`config.mk`:
```
export PLATFORM = sky130hd
export DESIGN_NAME = crt_two_moduli_solver
export DESIGN_NICKNAME = d
export VERILOG_FILES = /design/src/crt_pkg.sv /design/src/crt_two_moduli_solver.sv /design/src/crt_div.sv
export SDC_FILE = /design/constraint.sdc
export NUM_CORES = 2
export LEC_CHECK = 0
export BUFFER_PORTS_ARGS = -buffer_cell sky130_fd_sc_hd__buf_2
export CELL_PAD_IN_SITES_DETAIL_PLACEMENT = 0
export CELL_PAD_IN_SITES_GLOBAL_PLACEMENT = 1
export CORE_MARGIN = 2
export CORE_UTILIZATION = 46
export DETAILED_ROUTE_END_ITERATION = 7
export PLACE_DENSITY = 0.73
export SYNTH_ARGS = -nofsm -noshare
export SYNTH_HDL_FRONTEND = slang
export SYNTH_SLANG_ARGS = --single-unit
```
`constraint.sdc`:
```
create_clock -name clk -period 10.04 [get_ports clk]
set_clock_uncertainty 0.05 [all_clocks]
set_input_delay 2.008 -clock clk [delete_from_list [all_inputs] [get_ports clk]]
set_output_delay 2.008 -clock clk [all_outputs]
set_load 0.01 [all_outputs]
```
`src/crt_pkg.sv`:
```
`default_nettype none
// ----------------------------------------------------------------------------
// crt_pkg
// Shared constants and types of the two-moduli remainder solver.
// ----------------------------------------------------------------------------
package crt_pkg;

  localparam int CRT_MODULUS_BITS  = 16;
  localparam int CRT_SOLUTION_BITS = 32;

  // Sequencer states
  typedef enum logic [3:0] {
    S_IDLE,
    S_EG_DIV,
    S_EG_MUL,
    S_EG_UPD,
    S_CHK_DIV,
    S_MG_DIV,
    S_A_DIV,
    S_X_DIV,
    S_K_MUL,
    S_K_DIV,
    S_NG_DIV,
    S_LCM_MUL,
    S_NK_MUL,
    S_T_DIV,
    S_T_ADD,
    S_DONE
  } crt_state_t;

  // Divider request
  typedef struct packed {
    logic start;
    logic short_op;
  } crt_div_req_t;

endpackage
`default_nettype wire

```
`src/crt_two_moduli_solver.sv`:
```
// ----------------------------------------------------------------------------
// crt_two_moduli_solver
// Generalized Chinese remainder solver for two moduli (not necessarily coprime).
// ----------------------------------------------------------------------------
// Usage:
//   Input channel in_*: two residues and two moduli per item. An item is taken
//   when in_valid is high and in_stall is low. in_stall is high from the item's
//   acceptance until its result has been loaded into the output register.
//   Result channel out_*: out_status (0 found, 1 incompatible or zero modulus)
//   and out_solution (t below the lcm, low 32 bits; 0 when none).
//   Steps: each extended Euclid step runs one division on the shared
//   bit-serial divider, then a multiply and an update; the tail takes six
//   short divisions, one long division, three multiplies and an add. The
//   time an item takes is set by the number of Euclid steps through the
//   divider. One item is in work at a time.
//   Reset (rst_n low, synchronous) returns to idle and drops out_valid.
//   If out_stall holds a result, the next result waits in the final state
//   and no new item is taken meanwhile.
// ----------------------------------------------------------------------------
`default_nettype none
module crt_two_moduli_solver #(
  parameter int MODULUS_BITS = crt_pkg::CRT_MODULUS_BITS
) (
  input  logic                    clk,
  input  logic                    rst_n,
  input  logic                    in_valid,
  output logic                    in_stall,
  input  logic [MODULUS_BITS-1:0] in_first_residue,
  input  logic [MODULUS_BITS-1:0] in_first_modulus,
  input  logic [MODULUS_BITS-1:0] in_second_residue,
  input  logic [MODULUS_BITS-1:0] in_second_modulus,
  output logic                    out_valid,
  input  logic                    out_stall,
  output logic                    out_status,
  output logic [crt_pkg::CRT_SOLUTION_BITS-1:0] out_solution
);

  import crt_pkg::*;

  localparam int W  = MODULUS_BITS;
  localparam int DW = 2 * W;
  localparam int SW = W + 2;
  localparam int PW = DW + 3;
  localparam int TW = (DW > CRT_SOLUTION_BITS) ? DW : CRT_SOLUTION_BITS;

  crt_state_t state_r, state_nxt;
  logic       sub_r, sub_nxt;
  logic       fail_r, fail_nxt;

  logic [W-1:0] a_r, a_nxt, n_r, n_nxt, b_r, b_nxt, m_r, m_nxt;
  logic [W-1:0] r0_r, r0_nxt, r1_r, r1_nxt;
  logic signed [SW-1:0] s0_r, s0_nxt, s1_r, s1_nxt;
  logic [W-1:0] quo_r, quo_nxt, erem_r, erem_nxt;
  logic [W-1:0] dq_r, dq_nxt, mg_r, mg_nxt;
  logic [W-1:0] ra_r, ra_nxt, rb_r, rb_nxt, k_r, k_nxt, ng_r, ng_nxt;
  logic signed [PW-1:0] prod_r, prod_nxt;
  logic [DW-1:0] lcm_r, lcm_nxt, nk_r, nk_nxt, ar_r, ar_nxt, t_r, t_nxt;

  logic                 out_valid_r, out_valid_nxt;
  logic                 out_status_r, out_status_nxt;
  logic [CRT_SOLUTION_BITS-1:0] out_solution_r, out_solution_nxt;

  // Divider interface
  crt_div_req_t  div_req;
  logic [DW-1:0] div_dvd, div_dvs, div_quo, div_rem;
  logic          div_done;

  // Shared multiplier
  logic signed [W:0]    mul_x;
  logic signed [SW-1:0] mul_y;
  logic signed [PW-1:0] mul_p;

  // Signed helpers
  logic [W:0]    diff;
  logic          dneg, xneg;
  logic [W-1:0]  absd;
  logic [SW-1:0] negx;
  logic [W:0]    absx;
  logic [W-1:0]  red_r;
  logic [DW:0]   t_sum;
  logic [TW-1:0] t_ext;
  logic          is_div_state;

  assign diff  = {1'b0, b_r} - {1'b0, a_r};
  assign dneg  = diff[W];
  assign absd  = dneg ? W'(-diff) : diff[W-1:0];
  assign xneg  = s0_r[SW-1];
  assign negx  = -s0_r;
  assign absx  = xneg ? negx[W:0] : s0_r[W:0];
  assign red_r = div_rem[W-1:0];
  assign t_sum = {1'b0, ar_r} + {1'b0, nk_r};
  assign t_ext = TW'(t_r);

  // Multiplier operand select
  always_comb begin
    mul_x = '0;
    mul_y = '0;
    case (state_r)
      S_EG_MUL: begin
        mul_x = {1'b0, quo_r};
        mul_y = s1_r;
      end
      S_K_MUL: begin
        mul_x = {1'b0, ra_r};
        mul_y = {2'b00, rb_r};
      end
      S_LCM_MUL: begin
        mul_x = {1'b0, ng_r};
        mul_y = {2'b00, m_r};
      end
      S_NK_MUL: begin
        mul_x = {1'b0, n_r};
        mul_y = {2'b00, k_r};
      end
      default: begin
        mul_x = '0;
        mul_y = '0;
      end
    endcase
  end

  assign mul_p = mul_x * mul_y;

  // Divider operand select
  always_comb begin
    div_dvd          = '0;
    div_dvs          = '0;
    div_req.short_op = 1'b1;
    is_div_state     = 1'b1;
    case (state_r)
      S_EG_DIV: begin
        div_dvd = DW'(r0_r);
        div_dvs = DW'(r1_r);
      end
      S_CHK_DIV: begin
        div_dvd = DW'(absd);
        div_dvs = DW'(r0_r);
      end
      S_MG_DIV: begin
        div_dvd = DW'(m_r);
        div_dvs = DW'(r0_r);
      end
      S_A_DIV: begin
        div_dvd = DW'(dq_r);
        div_dvs = DW'(mg_r);
      end
      S_X_DIV: begin
        div_dvd = DW'(absx);
        div_dvs = DW'(mg_r);
      end
      S_K_DIV: begin
        div_dvd          = prod_r[DW-1:0];
        div_dvs          = DW'(mg_r);
        div_req.short_op = 1'b0;
      end
      S_NG_DIV: begin
        div_dvd = DW'(n_r);
        div_dvs = DW'(r0_r);
      end
      S_T_DIV: begin
        div_dvd = DW'(a_r);
        div_dvs = lcm_r;
      end
      default: begin
        is_div_state = 1'b0;
      end
    endcase
    // Euclid loop ends without a division once the remainder is zero
    div_req.start = is_div_state && !sub_r &&
                    !((state_r == S_EG_DIV) && (r1_r == '0));
  end

  crt_div #(
    .DIV_BITS   (DW),
    .SHORT_BITS (W)
  ) u_div (
    .clk       (clk),
    .rst_n     (rst_n),
    .req       (div_req),
    .dividend  (div_dvd),
    .divisor   (div_dvs),
    .quotient  (div_quo),
    .remainder (div_rem),
    .done      (div_done)
  );

  // Sequencer: next state and datapath updates
  always_comb begin
    state_nxt        = state_r;
    sub_nxt          = sub_r;
    fail_nxt         = fail_r;
    a_nxt            = a_r;
    n_nxt            = n_r;
    b_nxt            = b_r;
    m_nxt            = m_r;
    r0_nxt           = r0_r;
    r1_nxt           = r1_r;
    s0_nxt           = s0_r;
    s1_nxt           = s1_r;
    quo_nxt          = quo_r;
    erem_nxt         = erem_r;
    dq_nxt           = dq_r;
    mg_nxt           = mg_r;
    ra_nxt           = ra_r;
    rb_nxt           = rb_r;
    k_nxt            = k_r;
    ng_nxt           = ng_r;
    prod_nxt         = prod_r;
    lcm_nxt          = lcm_r;
    nk_nxt           = nk_r;
    ar_nxt           = ar_r;
    t_nxt            = t_r;
    out_status_nxt   = out_status_r;
    out_solution_nxt = out_solution_r;
    out_valid_nxt    = out_valid_r && out_stall;

    // Launch / wait handshake of the divider
    if (div_req.start) begin
      sub_nxt = 1'b1;
    end else if (div_done) begin
      sub_nxt = 1'b0;
    end

    case (state_r)
      S_IDLE: begin
        if (in_valid) begin
          a_nxt    = in_first_residue;
          n_nxt    = in_first_modulus;
          b_nxt    = in_second_residue;
          m_nxt    = in_second_modulus;
          r0_nxt   = in_first_modulus;
          r1_nxt   = in_second_modulus;
          s0_nxt   = SW'(1);
          s1_nxt   = '0;
          fail_nxt = (in_first_modulus == '0) || (in_second_modulus == '0);
          state_nxt = fail_nxt ? S_DONE : S_EG_DIV;
        end
      end
      S_EG_DIV: begin
        if (!sub_r && (r1_r == '0)) begin
          state_nxt = S_CHK_DIV;
        end else if (div_done) begin
          quo_nxt   = div_quo[W-1:0];
          erem_nxt  = red_r;
          state_nxt = S_EG_MUL;
        end
      end
      S_EG_MUL: begin
        prod_nxt  = mul_p;
        state_nxt = S_EG_UPD;
      end
      S_EG_UPD: begin
        r0_nxt    = r1_r;
        r1_nxt    = erem_r;
        s0_nxt    = s1_r;
        s1_nxt    = s0_r - prod_r[SW-1:0];
        state_nxt = S_EG_DIV;
      end
      S_CHK_DIV: begin
        if (div_done) begin
          if (div_rem != '0) begin
            fail_nxt  = 1'b1;
            state_nxt = S_DONE;
          end else begin
            dq_nxt    = div_quo[W-1:0];
            state_nxt = S_MG_DIV;
          end
        end
      end
      S_MG_DIV: begin
        if (div_done) begin
          mg_nxt    = div_quo[W-1:0];
          state_nxt = S_A_DIV;
        end
      end
      S_A_DIV: begin
        if (div_done) begin
          ra_nxt    = (dneg && (red_r != '0)) ? (mg_r - red_r) : red_r;
          state_nxt = S_X_DIV;
        end
      end
      S_X_DIV: begin
        if (div_done) begin
          rb_nxt    = (xneg && (red_r != '0)) ? (mg_r - red_r) : red_r;
          state_nxt = S_K_MUL;
        end
      end
      S_K_MUL: begin
        prod_nxt  = mul_p;
        state_nxt = S_K_DIV;
      end
      S_K_DIV: begin
        if (div_done) begin
          k_nxt     = red_r;
          state_nxt = S_NG_DIV;
        end
      end
      S_NG_DIV: begin
        if (div_done) begin
          ng_nxt    = div_quo[W-1:0];
          state_nxt = S_LCM_MUL;
        end
      end
      S_LCM_MUL: begin
        lcm_nxt   = mul_p[DW-1:0];
        state_nxt = S_NK_MUL;
      end
      S_NK_MUL: begin
        nk_nxt    = mul_p[DW-1:0];
        state_nxt = S_T_DIV;
      end
      S_T_DIV: begin
        if (div_done) begin
          ar_nxt    = div_rem;
          state_nxt = S_T_ADD;
        end
      end
      S_T_ADD: begin
        // sum stays below twice the lcm
        t_nxt     = (t_sum >= {1'b0, lcm_r}) ? DW'(t_sum - {1'b0, lcm_r}) : t_sum[DW-1:0];
        state_nxt = S_DONE;
      end
      S_DONE: begin
        if (!out_valid_r || !out_stall) begin
          out_valid_nxt    = 1'b1;
          out_status_nxt   = fail_r;
          out_solution_nxt = fail_r ? '0 : t_ext[CRT_SOLUTION_BITS-1:0];
          state_nxt        = S_IDLE;
        end
      end
      default: begin
        state_nxt = S_IDLE;
      end
    endcase
  end

  // State and control registers
  always_ff @(posedge clk) begin
    if (!rst_n) begin
      state_r     <= S_IDLE;
      sub_r       <= 1'b0;
      out_valid_r <= 1'b0;
    end else begin
      state_r     <= state_nxt;
      sub_r       <= sub_nxt;
      out_valid_r <= out_valid_nxt;
    end
  end

  // Datapath registers
  always_ff @(posedge clk) begin
    fail_r         <= fail_nxt;
    a_r            <= a_nxt;
    n_r            <= n_nxt;
    b_r            <= b_nxt;
    m_r            <= m_nxt;
    r0_r           <= r0_nxt;
    r1_r           <= r1_nxt;
    s0_r           <= s0_nxt;
    s1_r           <= s1_nxt;
    quo_r          <= quo_nxt;
    erem_r         <= erem_nxt;
    dq_r           <= dq_nxt;
    mg_r           <= mg_nxt;
    ra_r           <= ra_nxt;
    rb_r           <= rb_nxt;
    k_r            <= k_nxt;
    ng_r           <= ng_nxt;
    prod_r         <= prod_nxt;
    lcm_r          <= lcm_nxt;
    nk_r           <= nk_nxt;
    ar_r           <= ar_nxt;
    t_r            <= t_nxt;
    out_status_r   <= out_status_nxt;
    out_solution_r <= out_solution_nxt;
  end

  assign in_stall     = (state_r != S_IDLE);
  assign out_valid    = out_valid_r;
  assign out_status   = out_status_r;
  assign out_solution = out_solution_r;

endmodule
`default_nettype wire

```
`src/crt_div.sv`:
```
`default_nettype none
// ----------------------------------------------------------------------------
// crt_div
// Shared restoring divider, one quotient bit per cycle. A short request
// treats the dividend as SHORT_BITS wide.
// ----------------------------------------------------------------------------
module crt_div #(
  parameter int DIV_BITS   = 2 * crt_pkg::CRT_MODULUS_BITS,
  parameter int SHORT_BITS = crt_pkg::CRT_MODULUS_BITS
) (
  input  logic                  clk,
  input  logic                  rst_n,
  input  crt_pkg::crt_div_req_t req,
  input  logic [DIV_BITS-1:0]   dividend,
  input  logic [DIV_BITS-1:0]   divisor,
  output logic [DIV_BITS-1:0]   quotient,
  output logic [DIV_BITS-1:0]   remainder,
  output logic                  done
);

  localparam int CW = $clog2(DIV_BITS + 1);

  logic [DIV_BITS-1:0] rem_r, rem_nxt;
  logic [DIV_BITS-1:0] shf_r, shf_nxt;
  logic [DIV_BITS-1:0] dvs_r, dvs_nxt;
  logic [CW-1:0]       cnt_r, cnt_nxt;
  logic                busy_r, busy_nxt;
  logic                done_r, done_nxt;

  logic [DIV_BITS:0]   trial;
  logic [DIV_BITS:0]   trial_sub;
  logic                fits;

  // Trial subtract of the partial remainder
  assign trial     = {rem_r, shf_r[DIV_BITS-1]};
  assign trial_sub = trial - {1'b0, dvs_r};
  assign fits      = (trial >= {1'b0, dvs_r});

  always_comb begin
    rem_nxt  = rem_r;
    shf_nxt  = shf_r;
    dvs_nxt  = dvs_r;
    cnt_nxt  = cnt_r;
    busy_nxt = busy_r;
    done_nxt = 1'b0;
    if (req.start) begin
      rem_nxt  = '0;
      shf_nxt  = req.short_op ? (dividend << SHORT_BITS) : dividend;
      dvs_nxt  = divisor;
      cnt_nxt  = req.short_op ? CW'(SHORT_BITS) : CW'(DIV_BITS);
      busy_nxt = 1'b1;
    end else if (busy_r) begin
      rem_nxt = fits ? trial_sub[DIV_BITS-1:0] : trial[DIV_BITS-1:0];
      shf_nxt = {shf_r[DIV_BITS-2:0], fits};
      cnt_nxt = cnt_r - CW'(1);
      if (cnt_r == CW'(1)) begin
        busy_nxt = 1'b0;
        done_nxt = 1'b1;
      end
    end
  end

  always_ff @(posedge clk) begin
    if (!rst_n) begin
      busy_r <= 1'b0;
      done_r <= 1'b0;
      cnt_r  <= '0;
    end else begin
      busy_r <= busy_nxt;
      done_r <= done_nxt;
      cnt_r  <= cnt_nxt;
    end
    rem_r <= rem_nxt;
    shf_r <= shf_nxt;
    dvs_r <= dvs_nxt;
  end

  assign quotient  = shf_r;
  assign remainder = rem_r;
  assign done      = done_r;

endmodule
`default_nettype wire

```
# After elaboration in Yosys (flattened, before gate mapping)
# Index checks and enable logic that the tools add are counted.
# totals
reg_bits	564
input_bits	68
output_inout_bits	35
elab_cells	169
# op_classes
n_addsub	9
mul	1
magnitude_cmp	2
n_eq_ne	27
n_mux	51
bitwise_logic	4
reduce_logical	42
# op_table
op	n
32-bit case mux with 8 select lines	1
32-bit 2-to-1 mux	5
32-bit case mux with 4 select lines	1
16-bit 2-to-1 mux	5
18-bit case mux with 2 select lines	2
18-bit case mux with 4 select lines	1
33-bit by 32-bit greater-or-equal comparator with 1-bit output	2
16-bit case mux with 2 select lines	2
16-bit case mux with 4 select lines	1
4-bit case mux with 16 select lines	1
32-bit subtractor	2
4-bit 2-to-1 mux	13
16-bit zero test	3
18-bit 2-to-1 mux	2
32-bit by 32-bit adder with 33-bit output	1
4-bit == test, second input constant	8
17-bit by 18-bit multiplier with 32-bit output	1
32-bit nonzero test	1
6-bit 2-to-1 mux	3
2-bit AND reduction	9
18-bit subtractor	1
17-bit 2-to-1 mux	1
17-bit negation	1
16-bit by 16-bit subtractor with 17-bit output	1
26 further kinds	68

# Logic depth before layout (Yosys ltp)
# depth
word_depth	6
depth_mapped	32
ltp_nobuf	29

# Modules after synthesis
# From an unflattened synthesis, not the netlist that was laid out.
# unflattened
hier_cells	3844
area_unflattened_um2	40082.2
# modules_own_cells
module	instances	cells_each	area_each_um2	seq_area_each_um2
crt_two_moduli_solver	1	3208	34117.7	13753.2
crt_div	1	636	5964.5	2722.6

# Worst setup path before layout
# No wires, ideal clock.
# synth_timing
path_kind	register to register
start	register state_r[3]
end	register lcm_r[31] (data pin)
setup_time_ns	0.269
arrival_time_ns	7.766
t_required_ns	9.721
setup_slack_ns	1.956
path_stages_with_launch	29
path_buffers	3
period_less_slack_ns	8.084
cell_sequence	dfxtp_1 -> clkbuf_1 -> nand2_1 -> nor3_1 -> clkbuf_1 -> a22oi_1 -> nand2_1 -> clkbuf_1 -> nand2_1 -> fa_1 -> inv_1 -> fa_1 -> fa_1 -> fa_1 -> fa_1 -> inv_1 -> fa_1 -> inv_1 -> ha_1 -> a21o_1 -> a21o_1 -> a21o_1 -> nor3b_1 -> o21ai_0 -> nand2_1 -> o211ai_1 -> a21o_1 -> a21oi_1 -> xnor2_1
# synth_between
elab_chain_cells	3
elab_cells_between_ends	7
cone_classes	mul (1); eq/ne (4); mux (2)
# synth_rtl
item	line_no	rtl
start, declared	crt_two_moduli_solver.sv:46	crt_state_t state_r, state_nxt;
start signal, assigned	crt_two_moduli_solver.sv:344	state_r <= state_nxt;
4-bit == test or 4-bit by 2-bit == test with 1-bit output (tied branches)	crt_two_moduli_solver.sv:98	case (state_r)
16-bit case mux with 4 select lines or 18-bit case mux with 4 select lines (tied branches)	crt_two_moduli_solver.sv:98	
17-bit by 18-bit multiplier with 32-bit output (*)	crt_two_moduli_solver.sv:122	assign mul_p = mul_x * mul_y;
net mul_p[31]	crt_two_moduli_solver.sv:71	logic signed [PW-1:0] mul_p;
end signal, assigned	crt_two_moduli_solver.sv:370	lcm_r <= lcm_nxt;
end, declared	crt_two_moduli_solver.sv:57	logic [DW-1:0] lcm_r, lcm_nxt, nk_r, nk_nxt, ar_r, ar_nxt, t_r, t_nxt;
# Mark *: on every way through the listed nets, which the timed path passes. The rest lies on a longest branch.
# A chain may end at the register's enable or synchronous reset.

# Worst setup path in the final report
# layout_timing
start	register state_r[3]
end	register nk_r[31] (data pin)
# layout_between
elab_chain_cells	3
elab_cells_between_ends	7
cone_classes	mul (1); eq/ne (4); mux (2)
# layout_rtl
item	line_no	rtl
4-bit == test or 4-bit by 2-bit == test with 1-bit output (tied branches)	crt_two_moduli_solver.sv:98	
16-bit case mux with 4 select lines or 18-bit case mux with 4 select lines (tied branches)	crt_two_moduli_solver.sv:98	
17-bit by 18-bit multiplier with 32-bit output (*)	crt_two_moduli_solver.sv:122	
net mul_p[31]	crt_two_moduli_solver.sv:71	
end signal, assigned	crt_two_moduli_solver.sv:371	nk_r <= nk_nxt;
end, declared	crt_two_moduli_solver.sv:57	
# Marks and branches as above.

==> results.cfg <==
[outcome]
outcome = finished with violations
violations = design-rule violations

[placement]
hpwl_um = 101000
post-place-ws_ns = 1.61
place_area_um2 = 41800
place_congestion = 0.972
place.port_buffers = 102

[synth]
synth_top_area_share_pct = 39.0
synth_edf_count = 518
synthCells = 3887
syn_nets = 4464
netlist_area_um2 = 39900
synth-main-ff-cell = edfxtp_1
async_flop_share_pct = 0
synth.avg_cell_area_um2 = 10.3
yosysUniqueCellTypes = 96
ys_warn_count = 0
synth_seq_cells = 564
yosys.area.top_type = edfxtp_1
yosys-top-cells-area = edfxtp_1 (39%), fa_1 (14%), ha_1 (7.2%)
ys_seq_area_share_pct = 41.3

[grt]
grt_start_max_net_pins = 69
overflow = 0
grt_first_pass_wirelength_um = 190000
grt_util_all_layers_pct = 28.9
antenna_found_initial = 9
grt_pass1_vias = 29200

[critical_path]
required_ns = 10.32
cp_max_fo = 33
crit_type = reg2reg
arrival_ns = 8.85
ff2ff_setup_slack_ns = 1.47
end_kind = flip-flop
startpoint_type = flip-flop

[floorplan]
dieArea_um2 = 89100
start_util_pct = 46.2
die_y_um = 298
die_x_um = 298
ios = 103
row_count = 108
core_area_um2 = 86300

[layout]
postLayoutCoreUtil_pct = 50.6
layout_common_cells = inv_1 (540), edfxtp_1 (518), nand2_1 (465)
fillCellCount = 7904
drive_gt1_share_pct = 8.52
fin_nets = 4545
layout_commonest_cell = inv_1
final_cell_area_um2 = 43700
syn_to_final_growth_pct = 9.59

[job]
drv_cap = 0

[timing]
slew_violations = 0
tns_ns = 0
setup_viol = 0
hold_viol = 0
period_needed_ns = 8.57
setup_ws_ns = 1.47
slew_headroom_pct = 10.6
rsz0062_at_grt = no
finalCritPeriodShare_pct = 85.3
tightest_slew_ns = 1.34
max_freq_mhz = 117

[power]
power_density_nw_per_um2 = 204
sw_frac_of_total_pct = 38.9
p_sw_uw = 3460
pwr-share-seq_pct = 39.6
p_leak_uw = 0.0181
p_int_uw = 5440
ir_drop_mv = 0.170
pwr-share-comb_pct = 35.7
pwr-share-clk_pct = 24.7
power.total_uw = 8900

[hold_path]
worstHoldPathType = reg2reg

[route]
drc = 2
drtAntennaViolNets = 0
wire_per_inst_um = 24.7
drt_pass1_iterations = 8
routed_wl_um = 128000
drt_iter0_drc = 3081
vias_per_cell = 5.68
vias = 29400

[clock_tree]
clkLatencyLatePin_ns = 0.65
clock_path_buffers = 3
tritoncts = built
clkTransAtPathRegs_ns = 0.06
cts_inserted_buffers = 59
cts_htree_levels = 2
post-cts-setup-buffers = 0
ctsHoldBuffers = 0
cts-root-buf = clkbuf_16
cts-resized-gates = 0
clock_sinks = 564
## sequential cells by signal, indices dropped and copies added, names as in the netlist, 18 cells and up
register         flops
u_div.quotient      32
lcm_r               32
u_div.remainder     32
t_ext               32
nk_r                32
out_solution        32
ar_r                32
u_div.dvs_r         32
s1_r                18
s0_r                18
prod_r              32
## final timing paths
kind / start / end / cells past startpoint
max: state_r[3] / nk_r[31] / 27
min: u_div.cnt_r[1] / u_div.cnt_r[1] / 2
max reg2reg: state_r[3] / nk_r[31] / 27
min reg2reg: u_div.cnt_r[1] / u_div.cnt_r[1] / 2
## layout make-up
| class | count | area (um2) | share of cell area [%] |
|---|---|---|---|
| timing repair buffer | 159 | 951 | 2.17 |
| inverter | 543 | 2040 | 4.66 |
| multi-input combinational | 2641 | 20900 | 47.8 |
| tap | 1155 | 1450 | 3.31 |
| antenna | 3 | 7.51 | 0.0172 |
| clock inverter | 37 | 370 | 0.847 |
| clock buffer | 68 | 1530 | 3.50 |
| sequential | 564 | 16500 | 37.7 |
## cells in the mapped netlist (57+ instances only)
cell type  count
a21oi_1      153
a22oi_1       79
clkbuf_1     117
edfxtp_1     518
fa_1         279
ha_1         230
inv_1        541
nand2_1      466
nand3_1       58
nor2_1       316
nor3_1        67
o21ai_0      156
xnor2_1      129
xor2_1        57
## power by group through the flow
| stage | Combinational (uW) | Sequential, uW | Clock (uW) |
|---|---|---|---|
| floorplan | 2180 | 3340 | 0 |
| global placement | 3110 | 3560 | 0 |
| detailed placement | 3120 | 3550 | 0 |
| CTS | 3140 | 3510 | 2230 |
| global route | 3510 | 3540 | 2310 |
| finish | 3180 | 3520 | 2200 |
## critical path, cell delays in order (launching register included)
cell and delay [ns]:
dfxtp_1 0.66, nand2_1 0.58, nor3_2 0.25, buf_4 0.42
a22oi_1 0.15, and2_1 0.38, nor2_1 0.27, inv_1 0.09
fa_1 0.67, inv_1 0.13, fa_1 0.53, fa_1 0.45
fa_1 0.51, fa_1 0.49, inv_1 0.05, fa_1 0.51
inv_1 0.06, ha_1 0.34, a21o_1 0.18, a21o_1 0.17
a21o_1 0.22, nor3b_1 0.20, o21ai_0 0.16, nand2_1 0.11
o211ai_1 0.12, a21o_1 0.17, a21oi_1 0.17, xnor2_1 0.14
## layer usage
metal  global-route usage (%)  part of all wire [%]
met4                     12.5                   4.7
met2                     45.5                    45
met3                     6.51                   8.9
met1                     38.4                    41
met5                        0                0.0063
## logic make-up after synthesis
logic type	synth area share, %
xor gates and xnor gates	4.08
and+or+nand+nor	13.5
adders and majority gates	21.2
buffers and inverters	6.56
DFF	41.3
muxes	1.31
AOI/OAI and AO/OA	12.0
## metrics by stage
stage                     hold WS [ns]  instances
final                            0.451       5170
after floorplan                  0.405       3887
after detailed placement         0.445       5062
after global routing             0.478       5167
after CTS                        0.458       5167
after global placement           0.437       5062
Note: power is estimated with default switching activity, not from simulation.
